File: src/srm_pkg.sv
`timescale 1ns / 1ps
package srm_pkg;

  localparam int MAX_ELEMENTS = 16;
  localparam int POS_W        = $clog2(MAX_ELEMENTS + 1);
  localparam int COUNT_W      = 5;
  localparam int CNT_CMP_W    = (POS_W > COUNT_W) ? POS_W : COUNT_W;
  localparam int IDX_W        = 4;
  localparam int CFG_IDX_W    = 2;
  localparam int CFG_DATA_W   = 5;

  typedef enum logic [1:0] {
    KIND_LOAD = 2'd0,
    KIND_TEXT = 2'd1,
    KIND_END  = 2'd2
  } srm_kind_t;

  typedef enum logic [CFG_IDX_W-1:0] {
    CFG_ELEMENT_COUNT = 2'd0,
    CFG_ANCHOR_START  = 2'd1,
    CFG_ANCHOR_END    = 2'd2
  } srm_cfg_idx_t;

  // shared per-cycle control broadcast to all cells
  typedef struct packed {
    logic       rearm;
    logic       step;
    logic [7:0] text_char;
    logic [7:0] elem_char;
    logic       elem_any;
    logic       elem_star;
  } srm_ctrl_t;

  // neighbor link: closure carry and advance into the next position
  typedef struct packed {
    logic closed;
    logic advance;
  } srm_link_t;

endpackage

File: src/srm_in_if.sv
`timescale 1ns / 1ps
interface srm_in_if;
  import srm_pkg::*;

  logic             valid;
  logic             ready;
  logic [1:0]       kind;
  logic [IDX_W-1:0] element_index;
  logic [7:0]       element_char;
  logic             element_any;
  logic             element_star;
  logic [7:0]       text_char;

  modport source (
    output valid, kind, element_index, element_char, element_any, element_star, text_char,
    input  ready
  );
  modport sink (
    input  valid, kind, element_index, element_char, element_any, element_star, text_char,
    output ready
  );
endinterface

File: src/srm_out_if.sv
`timescale 1ns / 1ps
interface srm_out_if;
  logic valid;
  logic ready;
  logic matched;

  modport source (output valid, matched, input ready);
  modport sink (input valid, matched, output ready);
endinterface

File: src/srm_cfg_if.sv
`timescale 1ns / 1ps
interface srm_cfg_if;
  import srm_pkg::*;

  logic                  valid;
  logic                  ready;
  logic [CFG_IDX_W-1:0]  index;
  logic [CFG_DATA_W-1:0] data;

  modport source (output valid, index, data, input ready);
  modport sink (input valid, index, data, output ready);
endinterface

File: src/simple_regex_matcher.sv
`timescale 1ns / 1ps
// Streaming matcher for simple patterns of literal or any-byte elements, each
// optionally starred, with start/end anchors in config registers. Load beats
// (kind 0) write one element, text beats (kind 1) advance the active position
// set, and an end beat (kind 2) returns one result beat carrying the verdict
// and re-arms for the next text; loads and config writes re-arm as well. A
// beat is accepted each cycle while the result register is empty or being
// drained. The position set lives in a row of MAX_ELEMENTS cells plus a tail
// bit; the star closure ripples through the cells within the cycle, so the row
// length sets the critical path. Config writes are taken at any time but must
// only be issued while idle.
module simple_regex_matcher (
  input logic       clk,
  input logic       rst_n,
  srm_in_if.sink    in_bus,
  srm_out_if.source out_bus,
  srm_cfg_if.sink   cfg_bus
);
  import srm_pkg::*;

  logic [COUNT_W-1:0]    count_r;
  logic                  anchor_start_r;
  logic                  anchor_end_r;
  logic                  sticky_r;
  logic                  sticky_nxt;
  logic                  tail_r;
  logic                  tail_nxt;
  logic                  out_valid_r;
  logic                  out_matched_r;
  logic                  in_fire;
  logic                  cfg_fire;
  logic                  cfg_hit;
  logic                  is_load;
  logic                  is_text;
  logic                  is_end;
  logic                  rearm;
  logic [POS_W-1:0]      used_n;
  logic [MAX_ELEMENTS:0] act_vec;
  logic                  at_end;
  logic                  found;
  srm_ctrl_t             ctrl;
  srm_link_t             link [MAX_ELEMENTS+1];

  assign in_bus.ready  = ~out_valid_r | out_bus.ready;
  assign cfg_bus.ready = 1'b1;
  assign in_fire       = in_bus.valid & in_bus.ready;
  assign cfg_fire      = cfg_bus.valid & cfg_bus.ready;

  always_comb begin
    is_load = 1'b0;
    is_text = 1'b0;
    is_end  = 1'b0;
    case (in_bus.kind)
      KIND_LOAD: is_load = in_fire;
      KIND_TEXT: is_text = in_fire;
      KIND_END:  is_end  = in_fire;
      default: ;
    endcase
  end

  always_comb begin
    cfg_hit = 1'b0;
    case (cfg_bus.index)
      CFG_ELEMENT_COUNT: cfg_hit = cfg_fire;
      CFG_ANCHOR_START:  cfg_hit = cfg_fire;
      CFG_ANCHOR_END:    cfg_hit = cfg_fire;
      default: ;
    endcase
  end

  assign rearm = cfg_hit | is_load | is_end;

  always_ff @(posedge clk) begin
    if (!rst_n) begin
      count_r        <= '0;
      anchor_start_r <= 1'b0;
      anchor_end_r   <= 1'b0;
    end else if (cfg_fire) begin
      case (cfg_bus.index)
        CFG_ELEMENT_COUNT: count_r        <= cfg_bus.data[COUNT_W-1:0];
        CFG_ANCHOR_START:  anchor_start_r <= cfg_bus.data[0];
        CFG_ANCHOR_END:    anchor_end_r   <= cfg_bus.data[0];
        default: ;
      endcase
    end
  end

  always_comb begin
    if (CNT_CMP_W'(count_r) > CNT_CMP_W'(MAX_ELEMENTS)) begin
      used_n = POS_W'(MAX_ELEMENTS);
    end else begin
      used_n = POS_W'(count_r);
    end
  end

  assign ctrl.rearm     = rearm;
  assign ctrl.step      = is_text;
  assign ctrl.text_char = in_bus.text_char;
  assign ctrl.elem_char = in_bus.element_char;
  assign ctrl.elem_any  = in_bus.element_any;
  assign ctrl.elem_star = in_bus.element_star;

  assign link[0].closed  = 1'b0;
  assign link[0].advance = ~anchor_start_r;

  for (genvar p = 0; p < MAX_ELEMENTS; p++) begin : g_cell
    logic sel;
    logic en;
    assign sel = is_load && (int'(in_bus.element_index) == p);
    assign en  = POS_W'(p) < used_n;

    srm_cell u_cell (
      .clk    (clk),
      .rst_n  (rst_n),
      .ctrl   (ctrl),
      .sel    (sel),
      .en     (en),
      .home   (p == 0),
      .link_i (link[p]),
      .link_o (link[p+1]),
      .act_o  (act_vec[p])
    );
  end

  assign act_vec[MAX_ELEMENTS] = tail_r | link[MAX_ELEMENTS].closed;
  assign at_end = act_vec[used_n];
  assign found  = sticky_r | (~anchor_end_r & at_end);

  always_comb begin
    tail_nxt   = tail_r;
    sticky_nxt = sticky_r;
    if (rearm) begin
      tail_nxt   = 1'b0;
      sticky_nxt = 1'b0;
    end else if (is_text) begin
      tail_nxt   = link[MAX_ELEMENTS].advance;
      sticky_nxt = found;
    end
  end

  always_ff @(posedge clk) begin
    if (!rst_n) begin
      tail_r      <= 1'b0;
      sticky_r    <= 1'b0;
      out_valid_r <= 1'b0;
    end else begin
      tail_r   <= tail_nxt;
      sticky_r <= sticky_nxt;
      if (is_end) begin
        out_valid_r <= 1'b1;
      end else if (out_bus.ready) begin
        out_valid_r <= 1'b0;
      end
    end
  end

  always_ff @(posedge clk) begin
    if (is_end) begin
      out_matched_r <= sticky_r | at_end;
    end
  end

  assign out_bus.valid   = out_valid_r;
  assign out_bus.matched = out_matched_r;

  a_end_gives_result: assert property (@(posedge clk) disable iff (!rst_n)
    is_end |=> out_valid_r)
    else $error("end beat did not produce a result");

  a_rearm_clears_sticky: assert property (@(posedge clk) disable iff (!rst_n)
    rearm |=> !sticky_r && !tail_r)
    else $error("re-arm left stale match state");

  a_rearm_seeds_start: assert property (@(posedge clk) disable iff (!rst_n)
    rearm |=> act_vec[0])
    else $error("position zero not active after re-arm");

  a_no_drop: assert property (@(posedge clk) disable iff (!rst_n)
    out_valid_r && !out_bus.ready |-> !in_fire)
    else $error("input accepted while result stalled");

endmodule

File: src/srm_cell.sv
`timescale 1ns / 1ps
module srm_cell (
  input  logic              clk,
  input  logic              rst_n,
  input  srm_pkg::srm_ctrl_t ctrl,
  input  logic              sel,
  input  logic              en,
  input  logic              home,
  input  srm_pkg::srm_link_t link_i,
  output srm_pkg::srm_link_t link_o,
  output logic              act_o
);
  import srm_pkg::*;

  logic [7:0] elem_char_r;
  logic       elem_any_r;
  logic       elem_star_r;
  logic       seed_r;
  logic       seed_nxt;
  logic       act;
  logic       hit;

  assign act = seed_r | link_i.closed;
  assign hit = elem_any_r | (elem_char_r == ctrl.text_char);

  assign link_o.closed  = act & en & elem_star_r;
  assign link_o.advance = act & en & hit & ~elem_star_r;
  assign act_o          = act;

  always_comb begin
    seed_nxt = seed_r;
    if (ctrl.rearm) begin
      seed_nxt = home;
    end else if (ctrl.step) begin
      seed_nxt = (act & en & hit & elem_star_r) | link_i.advance;
    end
  end

  always_ff @(posedge clk) begin
    if (!rst_n) begin
      seed_r <= home;
    end else begin
      seed_r <= seed_nxt;
    end
  end

  always_ff @(posedge clk) begin
    if (sel) begin
      elem_char_r <= ctrl.elem_char;
      elem_any_r  <= ctrl.elem_any;
      elem_star_r <= ctrl.elem_star;
    end
  end

endmodule
File: src/flat_wrapper.sv
// flat-port wrapper written by rule: the top's interface ports become plain ports
module simple_regex_matcher_flat import srm_pkg::*;
  (clk, rst_n, in_bus_valid, in_bus_kind, in_bus_element_index, in_bus_element_char, in_bus_element_any, in_bus_element_star, in_bus_text_char, in_bus_ready, out_bus_valid, out_bus_matched, out_bus_ready, cfg_bus_valid, cfg_bus_index, cfg_bus_data, cfg_bus_ready);
  srm_in_if in_bus_i ();
  srm_out_if out_bus_i ();
  srm_cfg_if cfg_bus_i ();
  input logic clk;
  input logic rst_n;
  input wire logic [$bits(in_bus_i.valid)-1:0] in_bus_valid;
  input wire logic [$bits(in_bus_i.kind)-1:0] in_bus_kind;
  input wire logic [$bits(in_bus_i.element_index)-1:0] in_bus_element_index;
  input wire logic [$bits(in_bus_i.element_char)-1:0] in_bus_element_char;
  input wire logic [$bits(in_bus_i.element_any)-1:0] in_bus_element_any;
  input wire logic [$bits(in_bus_i.element_star)-1:0] in_bus_element_star;
  input wire logic [$bits(in_bus_i.text_char)-1:0] in_bus_text_char;
  output wire logic [$bits(in_bus_i.ready)-1:0] in_bus_ready;
  output wire logic [$bits(out_bus_i.valid)-1:0] out_bus_valid;
  output wire logic [$bits(out_bus_i.matched)-1:0] out_bus_matched;
  input wire logic [$bits(out_bus_i.ready)-1:0] out_bus_ready;
  input wire logic [$bits(cfg_bus_i.valid)-1:0] cfg_bus_valid;
  input wire logic [$bits(cfg_bus_i.index)-1:0] cfg_bus_index;
  input wire logic [$bits(cfg_bus_i.data)-1:0] cfg_bus_data;
  output wire logic [$bits(cfg_bus_i.ready)-1:0] cfg_bus_ready;
  assign in_bus_i.valid = in_bus_valid;
  assign in_bus_i.kind = in_bus_kind;
  assign in_bus_i.element_index = in_bus_element_index;
  assign in_bus_i.element_char = in_bus_element_char;
  assign in_bus_i.element_any = in_bus_element_any;
  assign in_bus_i.element_star = in_bus_element_star;
  assign in_bus_i.text_char = in_bus_text_char;
  assign in_bus_ready = in_bus_i.ready;
  assign out_bus_valid = out_bus_i.valid;
  assign out_bus_matched = out_bus_i.matched;
  assign out_bus_i.ready = out_bus_ready;
  assign cfg_bus_i.valid = cfg_bus_valid;
  assign cfg_bus_i.index = cfg_bus_index;
  assign cfg_bus_i.data = cfg_bus_data;
  assign cfg_bus_ready = cfg_bus_i.ready;
  simple_regex_matcher u_core (.clk(clk), .rst_n(rst_n), .in_bus(in_bus_i), .out_bus(out_bus_i), .cfg_bus(cfg_bus_i));
endmodule
File: config.mk
export PLATFORM = sky130hd
export DESIGN_NAME = simple_regex_matcher_flat
export DESIGN_NICKNAME = d
export VERILOG_FILES = /design/src/srm_pkg.sv /design/src/srm_in_if.sv /design/src/srm_out_if.sv /design/src/srm_cfg_if.sv /design/src/simple_regex_matcher.sv /design/src/srm_cell.sv /design/src/flat_wrapper.sv
export SDC_FILE = /design/constraint.sdc
export NUM_CORES = 1
export LEC_CHECK = 0
export BUFFER_PORTS_ARGS = -buffer_cell sky130_fd_sc_hd__buf_2
export CORE_AREA = 2 2 150 152
export CTS_BUF_LIST = sky130_fd_sc_hd__clkbuf_4 sky130_fd_sc_hd__clkbuf_8
export DETAILED_ROUTE_END_ITERATION = 6
export DIE_AREA = 0 0 152 154
export HOLD_SLACK_MARGIN = 0.15
export SYNTH_ARGS = -nofsm -noshare
export SYNTH_HDL_FRONTEND = slang
export SYNTH_SLANG_ARGS = --single-unit
File: constraint.sdc
create_clock -name clk -period 4.7 [get_ports clk]
set_clock_uncertainty 0.15 [all_clocks]
set_input_delay 0.47 -clock clk [delete_from_list [all_inputs] [get_ports clk]]
set_output_delay 0.47 -clock clk [all_outputs]
set_load 0.02 [all_outputs]
==> metrics.cfg, run 1 <==
[run_status]
status = finished, final reports clean

[drt]
drt_first_pass_iters = 5
postRouteAntennaNets = 0
wire_per_inst_um = 20.96
drc = 0
drt_iter0_drc = 424
viasPerCell = 5.550
vias = 5539
drt_wl_total_mm = 20.92

[logic_synthesis]
ys_types = 64
ys_ff_latch = 187
synth-edff-count = 161
synth.avg_cell_area_um2 = 12.81
synth_top_area_share_pct = 56.59
yosysTopAreaCell = edfxtp_1
synth_fp_nets = 703
synth_area_leaders = edfxtp_1 57%, xor2_1 9.6%, dfxtp_1 6.1%, xnor2_1 3.5%, nor2_1 2.2%
yosysSeqAreaShare_pct = 62.68
synth_area_mm2 = 0.008543
ys.flop_type = edfxtp_1
ys_warn_count = 0
async_reset_ff_share_pct = 0
syn_inst = 667

[layout]
diodes = 0
final_nets = 741
drive_gt1_share_pct = 12.40
area_delta_synth_final_pct = 10.43

[grt]
grt_max_degree = 29
grt_pass1_vias = 5566
grt_overflow = 0
grt_pass1_wl_mm = 32.04
gr-usage-all-layers_pct = 18.08
antenna_found_initial = 0

[cts]
cts_sinks = 187
path_clk_slew_ns = 0.10
clockRootBuffer = clkbuf_8
numCtsBuffers = 17
cts_max_level = 4
post_cts_buffers = 0
ctsHoldBuffers = 6
cts_tree = built
clk_path_buf_depth = 2
clock_latency_ns = 0.46
post_cts_resize_count = 0

[timing]
finalCritPeriodShare_pct = 63.64
slew_headroom_pct = 16.45
fin_tns_setup_ns = 0
finalWorstSetupSlack_ns = 1.709
worst_pin_slew_ns = 1.244
maxSlewViolCount = 0
whs_ns = 0.2108
rsz0062_at_grt = false
setup-violations-final = 0
final_hold_viol_count = 0
min_period_ns = 2.991
fmax_mhz = 334.3

[worst_hold_path]
hold_class = input pin to register

[die]
fp.coreArea_mm2 = 0.02169
die-height_um = 154
rows = 54
die_w_um = 152
initial_core_util_pct = 39.39
pin_count = 40
dieArea_mm2 = 0.02341

[placement]
dp_slack_ns = 1.627
place.gp.congestion = 0.9103
io_buffers = 38
dp_hpwl_mm = 13.67

[run]
max_cap_viol_count = 0

[worst_setup_path]
cp-end-kind = register
crit_type = register to register
cp.arrival_ns = 3.24
cp.required_ns = 4.95
cp_max_fo = 20
start_kind = register

[pwr]
ir_worst_vdd_uv = 215.1
p_leak_uw = 0.003157
power.density_mw_per_mm2 = 326.8

## logic make-up (layout without fill, tap and decap cells)
logic type                after synthesis  after routing  synth area share, %
DFF                                   187            187                62.68
and+or+nand+nor                       170            170                10.46
AOI/OAI and AO/OA                     132            132                10.85
xor gates and xnor gates              128            128                13.12
buffers and inverters                  44             95                2.255
muxes                                   5              5               0.5858
other                                   1              1              0.04389
## final timing paths
kind	from	to	slack (ns)	cells after the start
worst max-delay path	u_core.count_r[4]	u_core.tail_r	1.71	7
worst min-delay path	in_bus_kind[0]	u_core.out_bus.valid	0.21	4
worst max register to register	u_core.count_r[4]	u_core.tail_r	1.71	7
worst min register to register	u_core.tail_r	u_core.tail_r	0.33	2
## flip-flops by register name (all words and copies together) (netlist names)
| register | flops |
|---|---|
| u_core.tail_r | 1 |
| u_core.g_cell.u_cell.elem_any_r | 16 |
| u_core.out_bus.valid | 1 |
| u_core.count_r | 5 |
| u_core.anchor_end_r | 1 |
| u_core.g_cell.u_cell.seed_r | 16 |
| u_core.g_cell.u_cell.elem_star_r | 16 |
| u_core.anchor_start_r | 1 |
| u_core.out_bus.matched | 1 |
| u_core.g_cell.u_cell.elem_char_r | 128 |
| u_core.sticky_r | 1 |
## power breakdown
group	switching, µW	internal [µW]	leakage, µW
clock	604	439	0.000197
sequential	15.8	1810	0.00166
combinational	141	70.5	0.00130
## layer usage
metal,vias to the layer above,share of wire (%),track usage (%)
met5,-,0,0
met4,0,1.7,5.296
met3,29,4.9,3.579
met2,170,47,29.34
met1,2777,46,24.73
li1,2563,-,-
## cells in the final DEF (no fill, tap or decap), drive strengths merged, types with 4 or more instances in the layout
master       instances
dlygate4sd3          6
clkinv               8
o211ai               5
or2                  4
o21ai               32
xor2                94
nor2                49
inv                 20
nand3                7
nand4               11
nor3                16
a211o                5
nand2b               5
nor4                28
nand3b               4
o211a                4
nand2               21
a2111oi              4
xnor2               34
mux2i                5
nor2b               10
a31oi                9
a21oi               32
dfxtp               26
buf                 41
clkbuf              17
edfxtp             161
a211oi              11
## per-stage QoR
stage / std cells / power, µW / utilization (%) / cell area, µm²
6_report: 998 / 3083 / 43.50 / 9434
5_1_grt: 998 / 3201 / 43.50 / 9434
4_1_cts: 998 / 3111 / 43.50 / 9434
3_5_place_dp: 960 / 2077 / 41.40 / 8979
3_3_place_gp: 960 / 2071 / 41.40 / 8979
2_1_floorplan: 667 / 1988 / - / 8543
## synthesized netlist by cell type (all sizes together) (7+ instances only)
cell    instances
a211oi         11
a21oi          32
a31oi           9
buf            15
clkbuf         13
dfxtp          26
edfxtp        161
inv            16
nand2          21
nand3           7
nand4          11
nor2           49
nor2b          10
nor3           16
nor4           28
o21ai          32
xnor2          34
xor2           94
## worst max-delay path, stage by stage (launching register included)
cell       delay [ns]
dfxtp_1          0.77
or2_1            0.32
and3_4           0.23
o31ai_4          0.11
a2111oi_4        0.56
o21ai_2          0.14
or4_1            0.51
a21oi_1          0.14
## area by class of cell
class | count | area, µm²
inverters | 16 | 60.06
clock buffers | 17 | 234.0
fillers | 1965 | 12250
repair buffers | 47 | 272.8
flip-flops and latches | 187 | 5355
multi-input cells | 436 | 3000
clock inverters | 15 | 161.4
well taps | 280 | 350.3
No activity file was read; power rests on OpenSTA's default activity.
==> inputs of run 2 (changes only) <==
- clock period: 4.7 -> 2.5 ns (I/O delays scaled with it)
==> run 2 against run 1 <==
Utilization up 3.9 points. Non-clock buffer count rose by 82. Combinational power grew 130%. Clock power up 98%. Die area did not move. Power is 94% higher. Global-route usage is 0.90 points higher. Register-to-register slack lost 1.7 ns. Sequential power rose by 87%. Wire length is 4.2% higher.
==> metrics.cfg, run 2 (synthesis results as in run 1) <==
[die]
dieArea_mm2 = 0.02341
die_w_um = 152
rows = 54
initial_core_util_pct = 39.39
die-height_um = 154
pin_count = 40
fp.coreArea_mm2 = 0.02169

[cts]
cts_max_level = 4
clockRootBuffer = clkbuf_8
cts_sinks = 187
clock_latency_ns = 0.47
cts_tree = built
numCtsBuffers = 17
clk_path_buf_depth = 2
path_clk_slew_ns = 0.11

[layout]
register_area_mm2 = 0.005363
fillers = 1919
top_register = u_core.g_cell.u_cell.elem_char_r
area_delta_synth_final_pct = 20.27
final_nets = 823
drive_gt1_share_pct = 20.88
mostFrequentLayoutCells = 161 x edfxtp_1, 94 x xor2_1, 55 x buf_4
diodes = 0
multi_input_area_mm2 = 0.003078
final_common_cell = edfxtp_1
largest_register_ffs = 128
layout.core_utilization_pct = 47.38

[worst_setup_path]
cp-end-kind = register
critPathSlowestCell = o31ai_4
cp_top_family = compound AO/OA/AOI/OAI gates
cp_num_buf_inv = 0
crit_type = register to register
cp.arrival_ns = 2.56
cp_max_fo = 4
cp.required_ns = 2.58
start_kind = register
crit_chain = a211o_1 -> a31o_1 -> o31ai_4 -> a2111oi_4 -> o211a_1 -> o41ai_4 -> nor3_1
max_stage_delay_ns = 0.39

[timing]
fmax_mhz = 403.7
setup-violations-final = 0
worst_pin_slew_ns = 0.5306
whs_ns = 0.1935
finalWorstSetupSlack_ns = 0.02307
fin_tns_setup_ns = 0
finalCritPeriodShare_pct = 99.08
slew_headroom_pct = 64.63
rsz0062_at_grt = true
final_hold_viol_count = 0
min_period_ns = 2.477
maxSlewViolCount = 0

[worst_hold_path]
hold_class = input pin to register

[placement]
io_buffers = 38
dp_hpwl_mm = 14.68
place.gp.congestion = 0.9094
dp_slack_ns = -0.06494

[drt]
viasPerCell = 5.397
wire_per_inst_um = 20.17
vias = 5829
drt_iter0_drc = 392
drt_first_pass_iters = 5
drt_wl_total_mm = 21.79
postRouteAntennaNets = 0
drc = 0

[grt]
antenna_found_initial = 0
gr-usage-all-layers_pct = 18.98
grt_max_degree = 29
grt_pass1_wl_mm = 33.64
grt_overflow = 0
grt_pass1_vias = 5778

[run_status]
status = finished, final reports clean

[pwr]
power.density_mw_per_mm2 = 581.8
p_leak_uw = 0.003609
ir_worst_vdd_uv = 380.3

[run]
max_cap_viol_count = 0

-- run 2: cell type report --
cell class,count,area share [%]
Multi-Input combinational cell,436,29.96
Inverter,16,0.5845
Clock inverter,15,1.754
Sequential cell,187,52.19
Clock buffer,17,2.277
Timing Repair Buffer,129,9.827
Tap cell,280,3.410
-- run 2: path summary, 6_finish.rpt --
path,endpoint,slack (ns),cells after the start,start
min,u_core.count_r[2],0.19,5,cfg_bus_index[1]
max reg2reg,u_core.out_bus.matched,0.02,7,u_core.count_r[1]
max,u_core.out_bus.matched,0.02,7,u_core.count_r[1]
min reg2reg,u_core.tail_r,0.37,2,u_core.tail_r
-- run 2: repair_timing --
| action | CTS | global route |
|---|---|---|
| setup endpoints to repair | 4 | 8 |
| hold endpoints to repair | 172 | 0 |
| pin swaps | 1 | 17 |
| hold buffers | 27 | 0 |
| gates resized for setup | 2 | 21 |
| buffers inserted | 0 | 7 |
-- run 2: worst min-delay path: cells and delay by family --
kind / cells / cell delay [ns]
AO/OA/AOI/OAI: 1 / 0.15
buffers and inverters: 2 / 0.26
AND/OR/NAND/NOR: 2 / 0.12
-- run 2: metal layers --
layer / wire length, µm / global-route usage [%]
met3: 984 / 3.551
met5: 0 / 0
met1: 9877 / 25.25
met2: 10580 / 31.64
met4: 346 / 5.919
-- run 2: stage by stage --
step / instances / total power [µW] / instance area, µm²
floorplan: 667 / 3738 / 8563
global placement: 1014 / 3935 / 9442
detailed placement: 1014 / 3945 / 9442
CTS: 1073 / 5996 / 10140
global route: 1080 / 6197 / 10270
finish: 1080 / 5978 / 10270
-- run 2: report_power, final --
group / internal, µW / switching, µW / total, µW
registers: 3410 / 19.2 / 3430
logic: 198 / 291 / 489
clock network: 842 / 1220 / 2060
total: 4450 / 1530 / 5980
